[src/rtl/core/bfaq_pkg.sv]
// Package with shared types and constants for the Bloom filter core.
`default_nettype none
package bfaq_pkg;
    localparam int MAX_BITS     = 65536;
    localparam int MAX_HASHES   = 16;
    localparam int ADDR_W       = $clog2(MAX_BITS);
    localparam int KCNT_W       = $clog2(MAX_HASHES + 1);
    localparam int QDEPTH       = 4;
    localparam int QPTR_W       = $clog2(QDEPTH);
    localparam logic [31:0] FNV_OFFSET = 32'd2166136261;
    localparam logic [31:0] FNV_PRIME  = 32'd16777619;
    localparam logic [31:0] MIX_SEED   = 32'hDEADBEEF;
    localparam logic [31:0] MIX_MUL    = 32'h045D9F3B;
    localparam logic [1:0]  REG_NUM_BITS   = 2'd0;
    localparam logic [1:0]  REG_NUM_HASHES = 2'd1;
    localparam logic        CMD_ADD   = 1'b0;
    localparam logic        CMD_QUERY = 1'b1;

    typedef struct packed {
        logic [31:0] h1;
        logic [31:0] h2;
        logic        cmd;
    } t_job;

    typedef enum logic [1:0] {
        S_IDLE,
        S_MIX1,
        S_MIX2
    } t_front_state;

    typedef enum logic [2:0] {
        B_IDLE,
        B_PROD,
        B_MOD,
        B_ACCESS,
        B_CHECK,
        B_DONE
    } t_back_state;
endpackage
`default_nettype wire

[src/rtl/core/bfaq_queue.sv]
// Small FIFO carrying probe jobs from the front end to the back end.
`default_nettype none
module bfaq_queue (
    input  wire logic        i_clk,
    input  wire logic        i_rst_n,
    input  bfaq_pkg::t_job   i_job,
    input  wire logic        i_valid,
    output logic             o_ready,
    output bfaq_pkg::t_job   o_job,
    output logic             o_valid,
    input  wire logic        i_ready
);
    import bfaq_pkg::*;

    t_job              r_mem [QDEPTH];
    logic [QPTR_W-1:0] r_wp, r_rp;
    logic [QPTR_W:0]   r_cnt;
    logic              w_push, w_pop;

    assign o_ready = (r_cnt != QPTR_W'(0) + (QPTR_W+1)'(QDEPTH));
    assign o_valid = (r_cnt != '0);
    assign o_job   = r_mem[r_rp];
    assign w_push  = i_valid && o_ready;
    assign w_pop   = o_valid && i_ready;

    always_ff @(posedge i_clk) begin
        if (!i_rst_n) begin
            r_wp  <= '0;
            r_rp  <= '0;
            r_cnt <= '0;
        end else begin
            if (w_push) r_wp <= r_wp + 1'b1;
            if (w_pop)  r_rp <= r_rp + 1'b1;
            r_cnt <= r_cnt + (QPTR_W+1)'(w_push) - (QPTR_W+1)'(w_pop);
        end
        if (w_push) r_mem[r_wp] <= i_job;
    end

`ifndef SYNTHESIS
    a_bound: assert property (@(posedge i_clk) disable iff (!i_rst_n)
        r_cnt <= (QPTR_W+1)'(QDEPTH)) else $error("queue count overflow");
    a_ptr: assert property (@(posedge i_clk) disable iff (!i_rst_n)
        (r_wp - r_rp) == r_cnt[QPTR_W-1:0]) else $error("queue pointers disagree");
    a_empty: assert property (@(posedge i_clk) disable iff (!i_rst_n)
        (r_cnt == '0) |-> !w_pop) else $error("pop from empty queue");
`endif
endmodule
`default_nettype wire

[config.mk]
export PLATFORM = sky130hd
export DESIGN_NAME = bfaq_queue
export DESIGN_NICKNAME = d
export VERILOG_FILES = /design/src/rtl/core/bfaq_pkg.sv /design/src/rtl/core/bfaq_queue.sv
export SDC_FILE = /design/constraint.sdc
export NUM_CORES = 1
export LEC_CHECK = 0
export BUFFER_PORTS_ARGS = -buffer_cell sky130_fd_sc_hd__clkbuf_2
export CAP_MARGIN = 20
export CORE_MARGIN = 2
export CORE_UTILIZATION = 40
export DETAILED_ROUTE_END_ITERATION = 8
export PLACE_DENSITY = 0.61
export SLEW_MARGIN = 20
export SYNTH_ARGS = -nofsm -noshare
export SYNTH_HDL_FRONTEND = slang
export SYNTH_SLANG_ARGS = --single-unit
[constraint.sdc]
create_clock -name i_clk -period 7.6 [get_ports i_clk]
set_input_delay 0 -clock i_clk [delete_from_list [all_inputs] [get_ports i_clk]]
set_output_delay 0 -clock i_clk [all_outputs]
set_load 0.005 [all_outputs]
==> run metrics <==
status=completed; grt met1 use=16.9%; leading area contributor after synthesis=edfxtp_1; clk slew on worst S/H paths=60 ps; grt ovf=0; global-route wire length before repair=27200 um; mean routed wirelength per cell=18.2 um; row count=57; Slowest cell on crit path=dfxtp_4; Yosys cell types=21; die area=26000 sq um; most area-consuming cells after synthesis=edfxtp_1, mux4_2, dfxtp_1, buf_12, ha_1; HP Class=primary input to flip-flop; CTS resizes=0; RSZ-0062 raised after global routing=false; Iteration-0 DRC Markers=234; CTS Buffer Depth=3; Worst setup SP type=flip-flop; YS warnings=0; final wirelength=17300 um; Critical Path Sink Type=output port; Max VDD drop=204 uV; CP arrival=2780 ps; Vias=4612; Max Cap Viol=0; Total GRT Usage=13.5%; synthesized area per cell=25.6 sq um; fmax=0.359 GHz; top cell type's share of synthesized area=78.9%; number of enable flip-flop cells after synthesis=260; Setup violations, final=0; CP Data Required Time=7600 ps; CTS sink count=269; Async S/R FF share, synth=0%; CTS tree=yes; initial antenna violation count=1; htree depth=1; Via-to-Cell Ratio=4.83; post-synthesis sequential area ratio=80.7%; post-synthesis to final-layout area growth=25.9%; Slew Limit Fails=0; Root Buffer=clkbuf_16; setup_tns=0 ps; largest stage delay on the critical path=790 ps; R2R Path End=r_cnt[2]$_SDFF_PN0_; IO Port Bufs=135; Antenna Nets Post-Route=0; worst r2r src=r_cnt[1]$_SDFF_PN0_; clk_skew=7.75 ps; Final min period=2780 ps; detailed-placement wirelength estimate=9350 um; leakage=4.25 nW; Setup CP Type=flip-flop to output port; flops & latches, synth=269; Net Count, Synth=463; drt first pass iters=4; Slew @ Worst Pin=1040 ps; PD cells=317 nW/um^2; Top Usage Layer GRT=met2; Initial Util=40.7%; fin nets=684; met2 Use GR=23.7%; fraction of layout cells with a size suffix above 1=39.4%; worst skew pair latency=520 ps; crit path max fanout=36; Hold Violations, Final=0; core area=24300 sq um; largest net degree at the start of global routing=66; # IOs=136; Die Width=161 um; GP Congestion=0.709; mapped cell area=9890 sq um; top_reg_cell synth=edfxtp_1; Die Span Y=161 um; Rel. slew slack=30.9%; vias in the first global route=5057; period utilization=36.6%; Mapped Cells=387; Post-route DRC=0; Num CTS Buffers=28; crit path cell chain=buf_4 > mux4_2 > clkbuf_2; WHS=230 ps; reg2reg path depth=11; M3 GR Usage=3.47%; crit path capture=o_job[14]; fillcell total=1969; reg2reg setup slack=4990 ps
[power breakdown]
group	switching, W	leakage (nW)	internal (W)
Clock	0.000519	0.443	0.000792
Combinational	0.000326	1.35	0.000410
Sequential	0.000104	2.46	0.00180
Total	0.000949	4.25	0.00300
[worst max-delay path, delay by kind of cell (launching register included)]
| kind | cells | cell delay, ps |
|---|---|---|
| buf+inv | 2 | 840 |
| flops | 1 | 790 |
| mux | 1 | 610 |
[cells in the final DEF (no fill, tap or decap)]
| cell type | n |
|---|---|
| nor2b_1 | 3 |
| clkbuf_16 | 29 |
| or3_1 | 1 |
| clkinvlp_4 | 1 |
| o311ai_1 | 1 |
| and2_1 | 3 |
| buf_12 | 1 |
| edfxtp_1 | 260 |
| clkinv_1 | 7 |
| dfxtp_4 | 2 |
| a21boi_1 | 1 |
| xnor2_1 | 4 |
| mux2i_1 | 2 |
| nor2_1 | 1 |
| o31a_1 | 1 |
| clkbuf_1 | 4 |
| clkinv_2 | 7 |
| clkbuf_2 | 135 |
| inv_1 | 5 |
| fa_1 | 1 |
| diode_2 | 1 |
| dlygate4sd3_1 | 69 |
| buf_4 | 1 |
| nand2_1 | 5 |
| bufinv_16 | 3 |
| and2_4 | 4 |
| dfxtp_1 | 7 |
| ha_1 | 6 |
| mux4_2 | 65 |
[synthesized netlist by cell type, drive strengths merged (2+ instances only)]
library cell and count:
edfxtp 260, buf 13, ha 6, clkbuf 2
inv 5, xnor2 4, and2 7, mux2i 2
nor2b 3, dfxtp 9, nand2 5, mux4 65
[metrics by stage]
step           total power (W)  cells  area (sq um)  setup slack, ps  utilization (%)
2_1_floorplan          0.00240    387          9890             4710                -
3_3_place_gp           0.00265    832         10800             5130             44.6
3_5_place_dp           0.00267    832         10800             4980             44.6
4_1_cts                0.00402    952         12400             4660             51.1
5_1_grt                0.00413    953         12500             4560             51.2
6_report               0.00395    954         12500             4820             51.2
[flip-flops by register name, summed over array words and instances (netlist names), named ones only]
register  cells
r_rp          2
r_cnt         3
r_wp          2
r_mem       260
[worst min-delay path by stage]
stage / to / start / slack (ps) / cells after the start
finish: r_mem[0][19]$_DFFE_PP_ / i_job[19] / 230 / 2
global route: r_mem[1][22]$_DFFE_PP_ / i_job[22] / 230 / 2
CTS: r_mem[3][19]$_DFFE_PP_ / i_job[19] / 200 / 2
detailed placement: r_mem[0][43]$_DFFE_PP_ / i_job[43] / 220 / 1
global placement: r_mem[3][32]$_DFFE_PP_ / i_job[32] / 210 / 1
floorplan: r_mem[0][0]$_DFFE_PP_ / i_job[0] / 100 / 0
[routing by layer]
metal	vias up	part of all wire, %	wire length, um
met1	2375	42	7360
met4	0	1.8	316
li1	2097	-	-
met2	109	50	8630
met5	-	0	0
met3	31	6.0	1040
[area by class of cell]
cell class	count	area, sq um	area share [%]
inverters	5	18.8	0.151
repair buffers	206	1390	11.2
diodes	1	2.50	0.0201
clock inverters	18	159	1.28
well taps	324	405	3.25
clock buffers	33	741	5.95
multi-input cells	98	1740	14.0
flip-flops and latches	269	8000	64.2
[kinds of logic (layout without fill, tap and decap cells)]
family | after synthesis | count (layout) | synth area share, %
buffers and inverters | 20 | 262 | 1.77
muxes | 67 | 67 | 15.0
AOI/OAI and AO/OA | 3 | 3 | 0.253
xor gates and xnor gates | 4 | 4 | 0.354
and+or+nand+nor | 17 | 17 | 0.923
other | 0 | 1 | 0
adders and majority gates | 7 | 7 | 0.961
DFF | 269 | 269 | 80.7
[timing repair]
| item | CTS | global route |
|---|---|---|
| buffers inserted | 0 | 0 |
| hold buffers | 69 | 0 |
| endpoints found under the setup margin | 0 | 0 |
| endpoints found under the hold margin | 269 | 0 |
(Power assumes the default switching activity.)
