===== config.mk =====
export PLATFORM = sky130hd
export DESIGN_NAME = bfaq_front_flat
export DESIGN_NICKNAME = d
export VERILOG_FILES = /design/src/rtl/core/bfaq_pkg.sv /design/src/rtl/core/bfaq_if.sv /design/src/rtl/core/bfaq_front.sv /design/src/flat_wrapper.sv
export SDC_FILE = /design/constraint.sdc
export NUM_CORES = 1
export LEC_CHECK = 0
export BUFFER_PORTS_ARGS = -buffer_cell sky130_fd_sc_hd__buf_4
export CAP_MARGIN = 30
export CORE_MARGIN = 2
export CORE_UTILIZATION = 60
export CTS_BUF_LIST = sky130_fd_sc_hd__clkbuf_4 sky130_fd_sc_hd__clkbuf_8
export CTS_CLUSTER_DIAMETER = 50
export DETAILED_ROUTE_END_ITERATION = 10
export PLACE_DENSITY_LB_ADDON = 0.12
export SLEW_MARGIN = 20
export SYNTH_ARGS = -nofsm -noshare
export SYNTH_HDL_FRONTEND = slang
export SYNTH_SLANG_ARGS = --single-unit

===== constraint.sdc =====
create_clock -name i_clk -period 7.3 [get_ports i_clk]
set_input_delay 1.095 -clock i_clk [delete_from_list [all_inputs] [get_ports i_clk]]
set_output_delay 1.095 -clock i_clk [all_outputs]
set_load 0.01 [all_outputs]

===== src/rtl/core/bfaq_pkg.sv =====
// Package with shared types and constants for the Bloom filter core.
`default_nettype none
package bfaq_pkg;
    localparam int MAX_BITS     = 65536;
    localparam int MAX_HASHES   = 16;
    localparam int ADDR_W       = $clog2(MAX_BITS);
    localparam int KCNT_W       = $clog2(MAX_HASHES + 1);
    localparam int QDEPTH       = 4;
    localparam int QPTR_W       = $clog2(QDEPTH);
    localparam logic [31:0] FNV_OFFSET = 32'd2166136261;
    localparam logic [31:0] FNV_PRIME  = 32'd16777619;
    localparam logic [31:0] MIX_SEED   = 32'hDEADBEEF;
    localparam logic [31:0] MIX_MUL    = 32'h045D9F3B;
    localparam logic [1:0]  REG_NUM_BITS   = 2'd0;
    localparam logic [1:0]  REG_NUM_HASHES = 2'd1;
    localparam logic        CMD_ADD   = 1'b0;
    localparam logic        CMD_QUERY = 1'b1;

    typedef struct packed {
        logic [31:0] h1;
        logic [31:0] h2;
        logic        cmd;
    } t_job;

    typedef enum logic [1:0] {
        S_IDLE,
        S_MIX1,
        S_MIX2
    } t_front_state;

    typedef enum logic [2:0] {
        B_IDLE,
        B_PROD,
        B_MOD,
        B_ACCESS,
        B_CHECK,
        B_DONE
    } t_back_state;
endpackage
`default_nettype wire


===== src/rtl/core/bfaq_if.sv =====
// Valid/ready stream interfaces for the request and result channels.
`default_nettype none
interface bfaq_req_if (input wire logic i_clk);
    logic       valid;
    logic       ready;
    logic       cmd;
    logic [7:0] key_byte;
    logic       has_byte;
    logic       last;
    modport source (output valid, cmd, key_byte, has_byte, last, input ready);
    modport sink   (input valid, cmd, key_byte, has_byte, last, output ready);
endinterface

`default_nettype wire


===== src/rtl/core/bfaq_front.sv =====
// Front end: folds key bytes into both hashes and emits a probe job per key.
`default_nettype none
module bfaq_front (
    input  wire logic        i_clk,
    input  wire logic        i_rst_n,
    bfaq_req_if.sink         req,
    output bfaq_pkg::t_job   o_job,
    output logic             o_job_valid,
    input  wire logic        i_job_ready
);
    import bfaq_pkg::*;

    t_front_state r_state, n_state;
    logic [31:0]  r_fnv, n_fnv;
    logic [31:0]  r_mix, n_mix;
    logic [31:0]  r_tmp, n_tmp;
    logic         r_last, n_last;
    logic         r_cmd, n_cmd;
    logic [63:0]  w_prod_fnv;
    logic [63:0]  w_prod_mix;
    logic [31:0]  w_mix_in;

    assign w_mix_in   = r_tmp ^ (r_tmp >> 16);
    assign w_prod_mix = w_mix_in * MIX_MUL;
    assign w_prod_fnv = (r_fnv ^ {24'd0, req.key_byte}) * FNV_PRIME;

    always_ff @(posedge i_clk) begin
        if (!i_rst_n) begin
            r_state <= S_IDLE;
            r_fnv   <= FNV_OFFSET;
            r_mix   <= MIX_SEED;
        end else begin
            r_state <= n_state;
            r_fnv   <= n_fnv;
            r_mix   <= n_mix;
        end
        r_tmp  <= n_tmp;
        r_last <= n_last;
        r_cmd  <= n_cmd;
    end

    always_comb begin
        n_state     = r_state;
        n_fnv       = r_fnv;
        n_mix       = r_mix;
        n_tmp       = r_tmp;
        n_last      = r_last;
        n_cmd       = r_cmd;
        req.ready   = 1'b0;
        o_job_valid = 1'b0;
        o_job.h1    = r_fnv;
        o_job.h2    = r_mix;
        o_job.cmd   = r_cmd;
        unique case (r_state)
            S_IDLE: begin
                if (req.valid && !req.has_byte && req.last) begin
                    o_job_valid = 1'b1;
                    o_job.cmd   = req.cmd;
                    req.ready   = i_job_ready;
                    if (i_job_ready) begin
                        n_fnv = FNV_OFFSET;
                        n_mix = MIX_SEED;
                    end
                end else begin
                    req.ready = 1'b1;
                    if (req.valid && req.has_byte) begin
                        n_last  = req.last;
                        n_cmd   = req.cmd;
                        n_fnv   = w_prod_fnv[31:0];
                        n_tmp   = r_mix ^ {24'd0, req.key_byte};
                        n_state = S_MIX1;
                    end
                end
            end
            S_MIX1: begin
                n_tmp   = w_prod_mix[31:0];
                n_state = S_MIX2;
            end
            S_MIX2: begin
                n_tmp = w_prod_mix[31:0];
                n_mix = w_prod_mix[31:0] ^ (w_prod_mix[31:0] >> 16);
                if (r_last) begin
                    o_job_valid = 1'b1;
                    o_job.h2    = n_mix;
                    if (i_job_ready) begin
                        n_fnv   = FNV_OFFSET;
                        n_mix   = MIX_SEED;
                        n_state = S_IDLE;
                    end else begin
                        n_mix = r_mix;
                        n_tmp = r_tmp;
                    end
                end else begin
                    n_state = S_IDLE;
                end
            end
            default: n_state = S_IDLE;
        endcase
    end

`ifndef SYNTHESIS
    a_no_accept_busy: assert property (@(posedge i_clk) disable iff (!i_rst_n)
        (r_state != S_IDLE) |-> !req.ready) else $error("front accepted while busy");
    a_mix_seq: assert property (@(posedge i_clk) disable iff (!i_rst_n)
        (r_state == S_MIX1) |=> (r_state == S_MIX2)) else $error("mix rounds out of order");
    a_job_src: assert property (@(posedge i_clk) disable iff (!i_rst_n)
        o_job_valid |-> (r_state == S_MIX2 || (r_state == S_IDLE && req.valid)))
        else $error("job without key end");
`endif
endmodule
`default_nettype wire


===== src/flat_wrapper.sv =====
// flat-port wrapper written by rule: the top's interface ports become plain ports
module bfaq_front_flat import bfaq_pkg::*;
  (i_clk, i_rst_n, o_job, o_job_valid, i_job_ready, req_valid, req_cmd, req_key_byte, req_has_byte, req_last, req_ready);
  bfaq_req_if req_i (.i_clk(i_clk));
  input  wire logic i_clk;
  input  wire logic i_rst_n;
  output bfaq_pkg::t_job o_job;
  output logic o_job_valid;
  input  wire logic i_job_ready;
  input wire logic [$bits(req_i.valid)-1:0] req_valid;
  input wire logic [$bits(req_i.cmd)-1:0] req_cmd;
  input wire logic [$bits(req_i.key_byte)-1:0] req_key_byte;
  input wire logic [$bits(req_i.has_byte)-1:0] req_has_byte;
  input wire logic [$bits(req_i.last)-1:0] req_last;
  output wire logic [$bits(req_i.ready)-1:0] req_ready;
  assign req_i.valid = req_valid;
  assign req_i.cmd = req_cmd;
  assign req_i.key_byte = req_key_byte;
  assign req_i.has_byte = req_has_byte;
  assign req_i.last = req_last;
  assign req_ready = req_i.ready;
  bfaq_front u_core (.i_clk(i_clk), .i_rst_n(i_rst_n), .req(req_i), .o_job(o_job), .o_job_valid(o_job_valid), .i_job_ready(i_job_ready));
endmodule

==> results.json, run 1 <==
{
  "status": "finished with violations",
  "violations": "setup timing",
  "synth_cell_type_count": 59,
  "r2r-end": "u_core.r_mix[7]",
  "clock-root-buffer": "clkbuf_8",
  "ys_seq_area_frac": 0.120,
  "die-height_um": 184,
  "areaGrowthSynthToFinish_pct": 24.5,
  "routed_via_density": 5.26,
  "fin_tns_setup_ps": -17710,
  "cts_tree": "yes",
  "start_util": 0.604,
  "drv_slew": 0,
  "r2r-start": "u_core.r_tmp[26]",
  "tightest_slew_ps": 833,
  "drt_iter0_drc": 675,
  "cts_buffer_depth": 2,
  "fin_crit_sh": 1.11,
  "rsz0062_at_grt": "true",
  "critical_path_class": "flip-flop to primary output",
  "cts_num_sinks": 100,
  "syn_area_sq_um": 19500,
  "crit_slowest_cell": "fa_2",
  "worstPathMaxFanout": 6,
  "cp_data_arrival_time_ps": 7010,
  "holdCritPathClass": "flip-flop to flip-flop",
  "yosysWarnings": 0,
  "multi_input_area_sq_um": 15900,
  "setup_violations": 33,
  "io_buffers": 81,
  "slew_headroom": 0.445,
  "fmax_ghz": 0.123,
  "vias": 15159,
  "final_cell_mix": "598 x inv_1, 340 x buf_4, 322 x ha_1",
  "grt_start_max_net_pins": 49,
  "clk-insertion-delay-late_ps": 410,
  "fin_crit_ps": 8110,
  "gp_congestion": 0.962,
  "cts_hold_buffers": 0,
  "htreeDepth": 3,
  "synthFlopType": "dfxtp_1",
  "drc_errors": 0,
  "regArea_sq_um": 2340,
  "die_x_um": 184,
  "ys_seq_elements": 100,
  "ff2ff_setup_slack_ps": -510,
  "cp-endpoint": "o_job[13]",
  "grt_pass1_wl_mm": 88.0,
  "drtPass1Iterations": 5,
  "antenna_left": 0,
  "syn_avg_cell_area_sq_um": 9.38,
  "track_usage": 0.346,
  "finalHoldViolations": 0,
  "slowest_delay_ps": 590,
  "end_kind": "primary output",
  "antenna_found_initial": 0,
  "layout_setup_ws_ps": -805,
  "cp_data_required_time_ps": 6200,
  "nets": 3084,
  "grt_pass1_vias": 16490,
  "hpwl_mm": 47.6,
  "critPathLaunch": "u_core.r_tmp[26]",
  "post_drt_wl_per_cell_um": 19.5,
  "layout_commonest_cell": "inv_1",
  "synth_cells": 2079,
  "cp.depth": 27,
  "num_antenna_cells": 0,
  "path_clk_slew_ps": 130,
  "ys_async_sr_fraction": 0,
  "path_delay_family": "adder cells",
  "worst_setup_path_start_kind": "flip-flop",
  "pin_count": 82,
  "maxCapViolations": 0,
  "synth_nets": 2726,
  "skew_ps": 19.5,
  "nFillCells": 2355,
  "gr-total-overflow": 0,
  "r2r_cells": 39,
  "fp-row-count": 66,
  "cp.buffers_inverters": 10,
  "hp-start": "u_core.r_mix[14]",
  "cts_buffers": 9,
  "layout-drive-gt1-share": 0.250,
  "die-area_sq_um": 33900,
  "synth_edf_count": 34,
  "finalWirelength_mm": 56.1,
  "core_sq_um": 32300
}
[synthesized netlist by cell type (34+ instances only)]
cell / count / area share
nand2_1: 86 / 0.017
o21ai_0: 55 / 0.014
a21oi_1: 58 / 0.015
ha_1: 356 / 0.23
fa_1: 276 / 0.28
xor2_1: 66 / 0.030
mux2_2: 43 / 0.025
nor2_1: 53 / 0.010
inv_1: 633 / 0.12
edfxtp_1: 34 / 0.052
dfxtp_1: 66 / 0.068
xnor2_1: 103 / 0.046
[worst min-delay path, cell delays in order (launching register included)]
cell	delay (ps)
dfxtp_1	340
nand3_1	60
o21ai_0	70
[per-layer routing]
metal	GRT usage	wire length (um)	up-vias	part of all wire
met5	0	0	-	0
li1	-	-	7173	-
met4	0.174	3250	0	0.058
met3	0.0348	2030	147	0.036
met1	0.414	22700	7499	0.40
met2	0.621	28200	340	0.50
[worst min path at each step]
stage / endpoint / slack (ps) / cells past startpoint
2_1_floorplan: u_core.r_mix[10] / 450 / 1
3_3_place_gp: u_core.r_mix[23] / 460 / 1
3_5_place_dp: u_core.r_mix[23] / 480 / 1
4_1_cts: u_core.r_mix[23] / 500 / 1
5_1_grt: u_core.r_mix[18] / 530 / 2
6_report: u_core.r_mix[14] / 500 / 2
[sequential cells by signal, summed over array words and instances, names as in the netlist]
| name | flops |
|---|---|
| u_core.r_tmp | 32 |
| u_core.r_cmd | 1 |
| u_core.r_fnv | 32 |
| u_core.r_state | 2 |
| u_core.r_mix | 32 |
| u_core.r_last | 1 |
[metrics by stage]
| step | instance area [sq um] | setup WS [ps] | hold slack [ps] | std cells | utilization |
|---|---|---|---|---|---|
| final | 24300 | -805 | 504 | 2884 | 0.752 |
| after global routing | 24300 | -1040 | 529 | 2884 | 0.752 |
| after global placement | 22600 | -724 | 464 | 2807 | 0.700 |
| after CTS | 23800 | -771 | 505 | 2866 | 0.736 |
| after floorplan | 19800 | -151 | 449 | 2079 | - |
| after detailed placement | 22600 | -762 | 475 | 2807 | 0.700 |
[area by class of cell]
cell class,instances,area share
multi-input cells,1320,0.653
repair buffers,373,0.121
inverters,633,0.0980
flip-flops and latches,100,0.0965
well taps,442,0.0228
clock buffers,9,0.00510
clock inverters,7,0.00356
[repair_timing]
action,4_1_cts,5_1_grt
gates resized for setup,110,83
pin swaps,40,40
endpoints found under the setup margin,32,33
setup buffers,44,21
[cells by family (layout without fill, tap and decap cells)]
group / after synthesis / in the layout / synth area share
multiplexers: 46 / 46 / 0.0264
flip-flops: 100 / 100 / 0.120
AO/OA/AOI/OAI: 247 / 247 / 0.0831
AND/OR/NAND/NOR: 223 / 223 / 0.0531
buffers and inverters: 659 / 1022 / 0.127
XOR/XNOR: 172 / 172 / 0.0784
adder cells (fa/ha/maj): 632 / 632 / 0.512
Power of run 1 is not shown: default switching activity piles up to over one toggle a cycle in this logic, so the estimate is an artifact.
==> run 2, diff against run 1 <==
--- a/config.mk
+++ b/config.mk
@@ -5,10 +5,13 @@
 export SDC_FILE = /design/constraint.sdc
 export NUM_CORES = 1
 export LEC_CHECK = 0
+export ABC_AREA = 1
 export BUFFER_PORTS_ARGS = -buffer_cell sky130_fd_sc_hd__buf_4
 export CAP_MARGIN = 30
+export CELL_PAD_IN_SITES_DETAIL_PLACEMENT = 1
+export CELL_PAD_IN_SITES_GLOBAL_PLACEMENT = 1
 export CORE_MARGIN = 2
-export CORE_UTILIZATION = 60
+export CORE_UTILIZATION = 45
 export CTS_BUF_LIST = sky130_fd_sc_hd__clkbuf_4 sky130_fd_sc_hd__clkbuf_8
 export CTS_CLUSTER_DIAMETER = 50
 export DETAILED_ROUTE_END_ITERATION = 10
==> results.json, run 2 <==
{
  "status": "finished with violations",
  "violations": "setup timing",
  "cts_buffers": 9,
  "areaGrowthSynthToFinish_pct": 31.2,
  "tightest_slew_ps": 1010,
  "cts_num_sinks": 100,
  "fmax_ghz": 0.118,
  "r2r-start": "u_core.r_tmp[26]",
  "finalWirelength_mm": 95.1,
  "regArea_sq_um": 2340,
  "antenna_left": 0,
  "skew_ps": 20.0,
  "gp_congestion": 0.961,
  "synth_area_leaders": "fa_1 26%, ha_1 21%, inv_1 14%",
  "grt_pass1_vias": 23008,
  "hpwl_mm": 70.9,
  "setup_violations": 34,
  "synth_cell_type_count": 49,
  "die-area_sq_um": 49500,
  "synthMostInstantiatedCell": "inv_1",
  "core_sq_um": 47400,
  "cp_data_required_time_ps": 7670,
  "yosys.area_share.simple": 0.146,
  "die-height_um": 222,
  "yosys-top-cells-count": "783 x inv_1, 436 x nand2_1, 356 x ha_1, 276 x fa_1, 148 x a21oi_1",
  "multi_input_area_sq_um": 18100,
  "synth_top_family_by_area": "adder cells",
  "r2r_cells": 39,
  "r2r-end": "u_core.r_mix[10]",
  "synth_top_area_frac": 0.257,
  "die_x_um": 222,
  "nets": 3852,
  "slowest_delay_ps": 550,
  "critPathLaunch": "u_core.r_tmp[26]",
  "top_regs": "u_core.r_fnv (32), u_core.r_mix (32), u_core.r_tmp (32)",
  "layout_setup_ws_ps": -1180,
  "synth_nets": 3415,
  "synth_compound_area_frac": 0.0957,
  "vias": 21122,
  "fp-row-count": 80,
  "ff2ff_setup_slack_ps": -1180,
  "yosysWarnings": 0,
  "muxShareOfSynthArea": 0,
  "clock-root-buffer": "clkbuf_8",
  "clk-insertion-delay-late_ps": 440,
  "ys_async_sr_fraction": 0,
  "min_to": "u_core.r_mix[31]",
  "grt_start_max_net_pins": 50,
  "synth_fa_ha_area_frac": 0.465,
  "ys_seq_area_frac": 0.109,
  "grt_pass1_wl_mm": 131,
  "gr-total-overflow": 0,
  "holdCritPathClass": "flip-flop to flip-flop",
  "ys_seq_elements": 100,
  "worst_setup_path_start_kind": "flip-flop",
  "syn_area_sq_um": 21500,
  "track_usage": 0.351,
  "drc_errors": 0,
  "slew_headroom": 0.328,
  "maxCapViolations": 0,
  "synth_edf_count": 34,
  "synthFlopType": "dfxtp_1",
  "fin_crit_ps": 8480,
  "critical_path_class": "flip-flop to flip-flop",
  "path_clk_slew_ps": 120,
  "cp_data_arrival_time_ps": 8850,
  "layout-drive-gt1-share": 0.283,
  "final_cell_mix": "696 x inv_1, 415 x buf_4, 358 x nand2_1",
  "routed_via_density": 5.52,
  "crit_slowest_cell": "fa_1",
  "io_buffers": 81,
  "htreeDepth": 3,
  "finalHoldViolations": 0,
  "layout_commonest_cell": "inv_1",
  "start_util": 0.453,
  "syn_avg_cell_area_sq_um": 7.76,
  "hold-path-cell-count": 2,
  "synth-xor-area-share": 0.0373,
  "nFillCells": 5709,
  "synth_cells": 2768,
  "fin_crit_sh": 1.16,
  "antenna_found_initial": 2,
  "end_kind": "flip-flop",
  "drv_slew": 0,
  "worstPathMaxFanout": 4,
  "rsz0062_at_grt": "true",
  "yosysTopAreaCell": "fa_1",
  "pin_count": 82,
  "drtPass1Iterations": 5,
  "num_antenna_cells": 0,
  "worst_hold_slack_ps": 512,
  "hp-start": "u_core.r_mix[31]",
  "cts_buffer_depth": 2,
  "timing.critical_path.mode_cell": "buf_4",
  "drt_iter0_drc": 1196,
  "post_drt_wl_per_cell_um": 24.9,
  "cts_tree": "yes"
}
run 2: changes by cell type after synthesis, moves of 13 or more:
cell	delta
o21ai_0	+68
o211ai_1	+15
a22oi_1	-16
nand2_1	+350
nand3_1	+116
mux2_2	-43
inv_1	+150
a21o_1	-24
xor2_1	-13
xnor2_1	-70
nor2_1	+56
a21oi_1	+90
nor2b_1	-19
run 2: area by class of cell:
type / count / share of cell area
flip-flops and latches: 100 / 0.0831
well taps: 615 / 0.0273
repair buffers: 471 / 0.134
clock buffers: 11 / 0.00537
inverters: 796 / 0.107
multi-input cells: 1827 / 0.642
clock inverters: 5 / 0.00151
run 2: through the flow:
step / instances / util / area (sq um) / setup slack, ps / TNS (ps)
after CTS: 3776 / 0.562 / 26700 / -548 / -12350
after global placement: 3712 / 0.525 / 24900 / -488 / -7660
final: 3825 / 0.594 / 28200 / -1180 / -24680
after global routing: 3825 / 0.594 / 28200 / -1290 / -29540
after floorplan: 2768 / - / 21500 / 154 / 0
after detailed placement: 3713 / 0.525 / 24900 / -501 / -10020
run 2: critical path, delay by kind of cell (launching register included):
family	cells	cell delay, ps
compound gates	6	1230
xor+xnor	2	410
fa+ha+maj	8	3290
buf+inv	19	2170
flops	1	490
simple gates	4	790
run 2: timing repair:
| action | CTS | global route |
|---|---|---|
| pin swaps | 107 | 127 |
| buffers inserted | 49 | 56 |
| resized for setup | 284 | 297 |
| setup endpoints to repair | 32 | 33 |
| hold buffers | 0 | 0 |
run 2: worst max path at each step:
stage	endpoint	slack, ps	cells past startpoint
2_1_floorplan	o_job[10]	150	27
3_3_place_gp	o_job[14]	-490	26
3_5_place_dp	o_job[8]	-500	27
4_1_cts	o_job[10]	-550	28
5_1_grt	u_core.r_mix[10]	-1290	39
6_report	u_core.r_mix[10]	-1180	39
run 2: cells by family (layout without fill, tap and decap cells):
group           Yosys count  in the layout
buf+inv                 841           1283
simple gates            739            739
fa+ha+maj               632            632
flops                   100            100
xor+xnor                 89             89
compound gates          367            367
run 2: metal layers:
layer / vias to the layer above / routed length [um] / global-route usage
li1: 9388 / - / -
met1: 10616 / 33400 / 0.380
met2: 752 / 49000 / 0.660
met3: 364 / 4980 / 0.0315
met4: 2 / 7800 / 0.212
met5: - / 13 / 0
Power of run 2 is left out for the same reason.
==> run 3, diff against run 2 <==
--- a/config.mk
+++ b/config.mk
@@ -11,7 +11,7 @@
 export CELL_PAD_IN_SITES_DETAIL_PLACEMENT = 1
 export CELL_PAD_IN_SITES_GLOBAL_PLACEMENT = 1
 export CORE_MARGIN = 2
-export CORE_UTILIZATION = 45
+export CORE_UTILIZATION = 53
 export CTS_BUF_LIST = sky130_fd_sc_hd__clkbuf_4 sky130_fd_sc_hd__clkbuf_8
 export CTS_CLUSTER_DIAMETER = 50
 export DETAILED_ROUTE_END_ITERATION = 10
==> constraint.sdc (replaced) <==
create_clock -name i_clk -period 11 [get_ports i_clk]
set_input_delay 1.65 -clock i_clk [delete_from_list [all_inputs] [get_ports i_clk]]
set_output_delay 1.65 -clock i_clk [all_outputs]
set_load 0.01 [all_outputs]
==> results.json, run 3 (synthesized netlist as in run 2, its figures left out) <==
{
  "areaGrowthSynthToFinish_pct": 6.76,
  "grt_util_met1": 0.403,
  "end_kind": "primary output",
  "htreeDepth": 3,
  "final_cell_mix": "783 x inv_1, 436 x nand2_1, 356 x ha_1",
  "core_sq_um": 39900,
  "drtPass1Iterations": 7,
  "cp_data_arrival_time_ps": 8370,
  "antenna_found_initial": 1,
  "worst_setup_path_start_kind": "flip-flop",
  "gp_congestion": 1.02,
  "clk-insertion-delay-late_ps": 410,
  "finalWirelength_mm": 77.8,
  "cts_resized": 0,
  "grt_start_max_net_pins": 52,
  "layout_commonest_cell": "inv_1",
  "holdCritPathClass": "flip-flop to flip-flop",
  "num_antenna_cells": 0,
  "setup_violations": 0,
  "die-area_sq_um": 42200,
  "cts_hold_buffers": 0,
  "maxCapViolations": 0,
  "status": "complete, no violations",
  "cts_num_sinks": 100,
  "drt_iter0_drc": 1065,
  "fmax_ghz": 0.0998,
  "post_drt_wl_per_cell_um": 23.1,
  "nFillCells": 5042,
  "critical_path_class": "flip-flop to primary output",
  "grt_pass1_wl_mm": 119,
  "cp_data_required_time_ps": 9350,
  "die-height_um": 205,
  "regArea_sq_um": 2340,
  "drv_slew": 0,
  "hpwl_mm": 67.2,
  "worstPathMaxFanout": 10,
  "layout-drive-gt1-share": 0.0581,
  "multi_input_area_sq_um": 16000,
  "nets": 3482,
  "grt_util_met2": 0.705,
  "io_buffers": 81,
  "antenna_left": 0,
  "fin_util": 0.575,
  "place_inst": 3348,
  "cts_tree": "yes",
  "path_clk_slew_ps": 120,
  "gr-total-overflow": 0,
  "fp-row-count": 73,
  "timing.critical_path.mode_cell": "inv_1",
  "fin_crit_sh": 0.911,
  "track_usage": 0.378,
  "tightest_slew_ps": 1030,
  "slowest_delay_ps": 720,
  "stdcell_count": 3365,
  "fin_crit_ps": 10020,
  "busiest_layer": "met2",
  "grt_pass1_vias": 20921,
  "use_met3": 0.0426,
  "fin_tns_setup_ps": 0,
  "crit_slowest_cell": "xnor2_1",
  "finalHoldViolations": 0,
  "start_util": 0.538,
  "die_x_um": 205,
  "post_cts_buffers": 0,
  "slew_headroom": 0.309,
  "cts_buffer_depth": 2,
  "vias": 18899,
  "worst_hold_slack_ps": 510,
  "rsz0062_at_grt": "false",
  "drc_errors": 0,
  "routed_via_density": 5.62,
  "top_regs": "u_core.r_fnv (32), u_core.r_mix (32), u_core.r_tmp (32)",
  "pin_count": 82,
  "clock-root-buffer": "clkbuf_8",
  "cts_buffers": 9,
  "skew_ps": 24.0
}
[run 3: layout make-up]
| type | count | area share |
|---|---|---|
| well taps | 525 | 0.0286 |
| clock inverters | 7 | 0.00371 |
| repair buffers | 101 | 0.0331 |
| clock buffers | 9 | 0.00540 |
| flip-flops and latches | 100 | 0.102 |
| multi-input cells | 1827 | 0.697 |
| inverters | 796 | 0.130 |
[run 3: through the flow]
stage / cell area [sq um] / worst slack (ps)
4_1_cts: 22900 / 970
3_5_place_dp: 22700 / 1430
5_1_grt: 22900 / 441
3_3_place_gp: 22700 / 1770
2_1_floorplan: 21500 / 3130
6_report: 22900 / 975
[run 3: layer usage]
layer  vias up  wire length (um)  share of wire
met5         -                13        0.00017
met4         2              5930          0.076
met3       269              3060          0.039
met2       532             40500           0.52
met1      9435             28400           0.36
li1       8661                 -              -
[run 3: path summary, 6_finish.rpt]
path	endpoint	depth (start not counted)	slack [ps]	start
min reg2reg	u_core.r_mix[29]	2	510	u_core.r_mix[29]
max reg2reg	u_core.r_tmp[22]	27	2860	u_core.r_tmp[16]
max	o_job[3]	28	980	u_core.r_tmp[16]
min	u_core.r_mix[29]	2	510	u_core.r_mix[29]
[run 3: critical path, delay by kind of cell, from the launching register on]
family / cells / cell delay, ps
AOI/OAI and AO/OA: 4 / 650
and+or+nand+nor: 4 / 590
xor gates and xnor gates: 2 / 1240
buffers and inverters: 9 / 1120
adders and majority gates: 9 / 3750
DFF: 1 / 610
Power of run 3 is left out for the same reason.
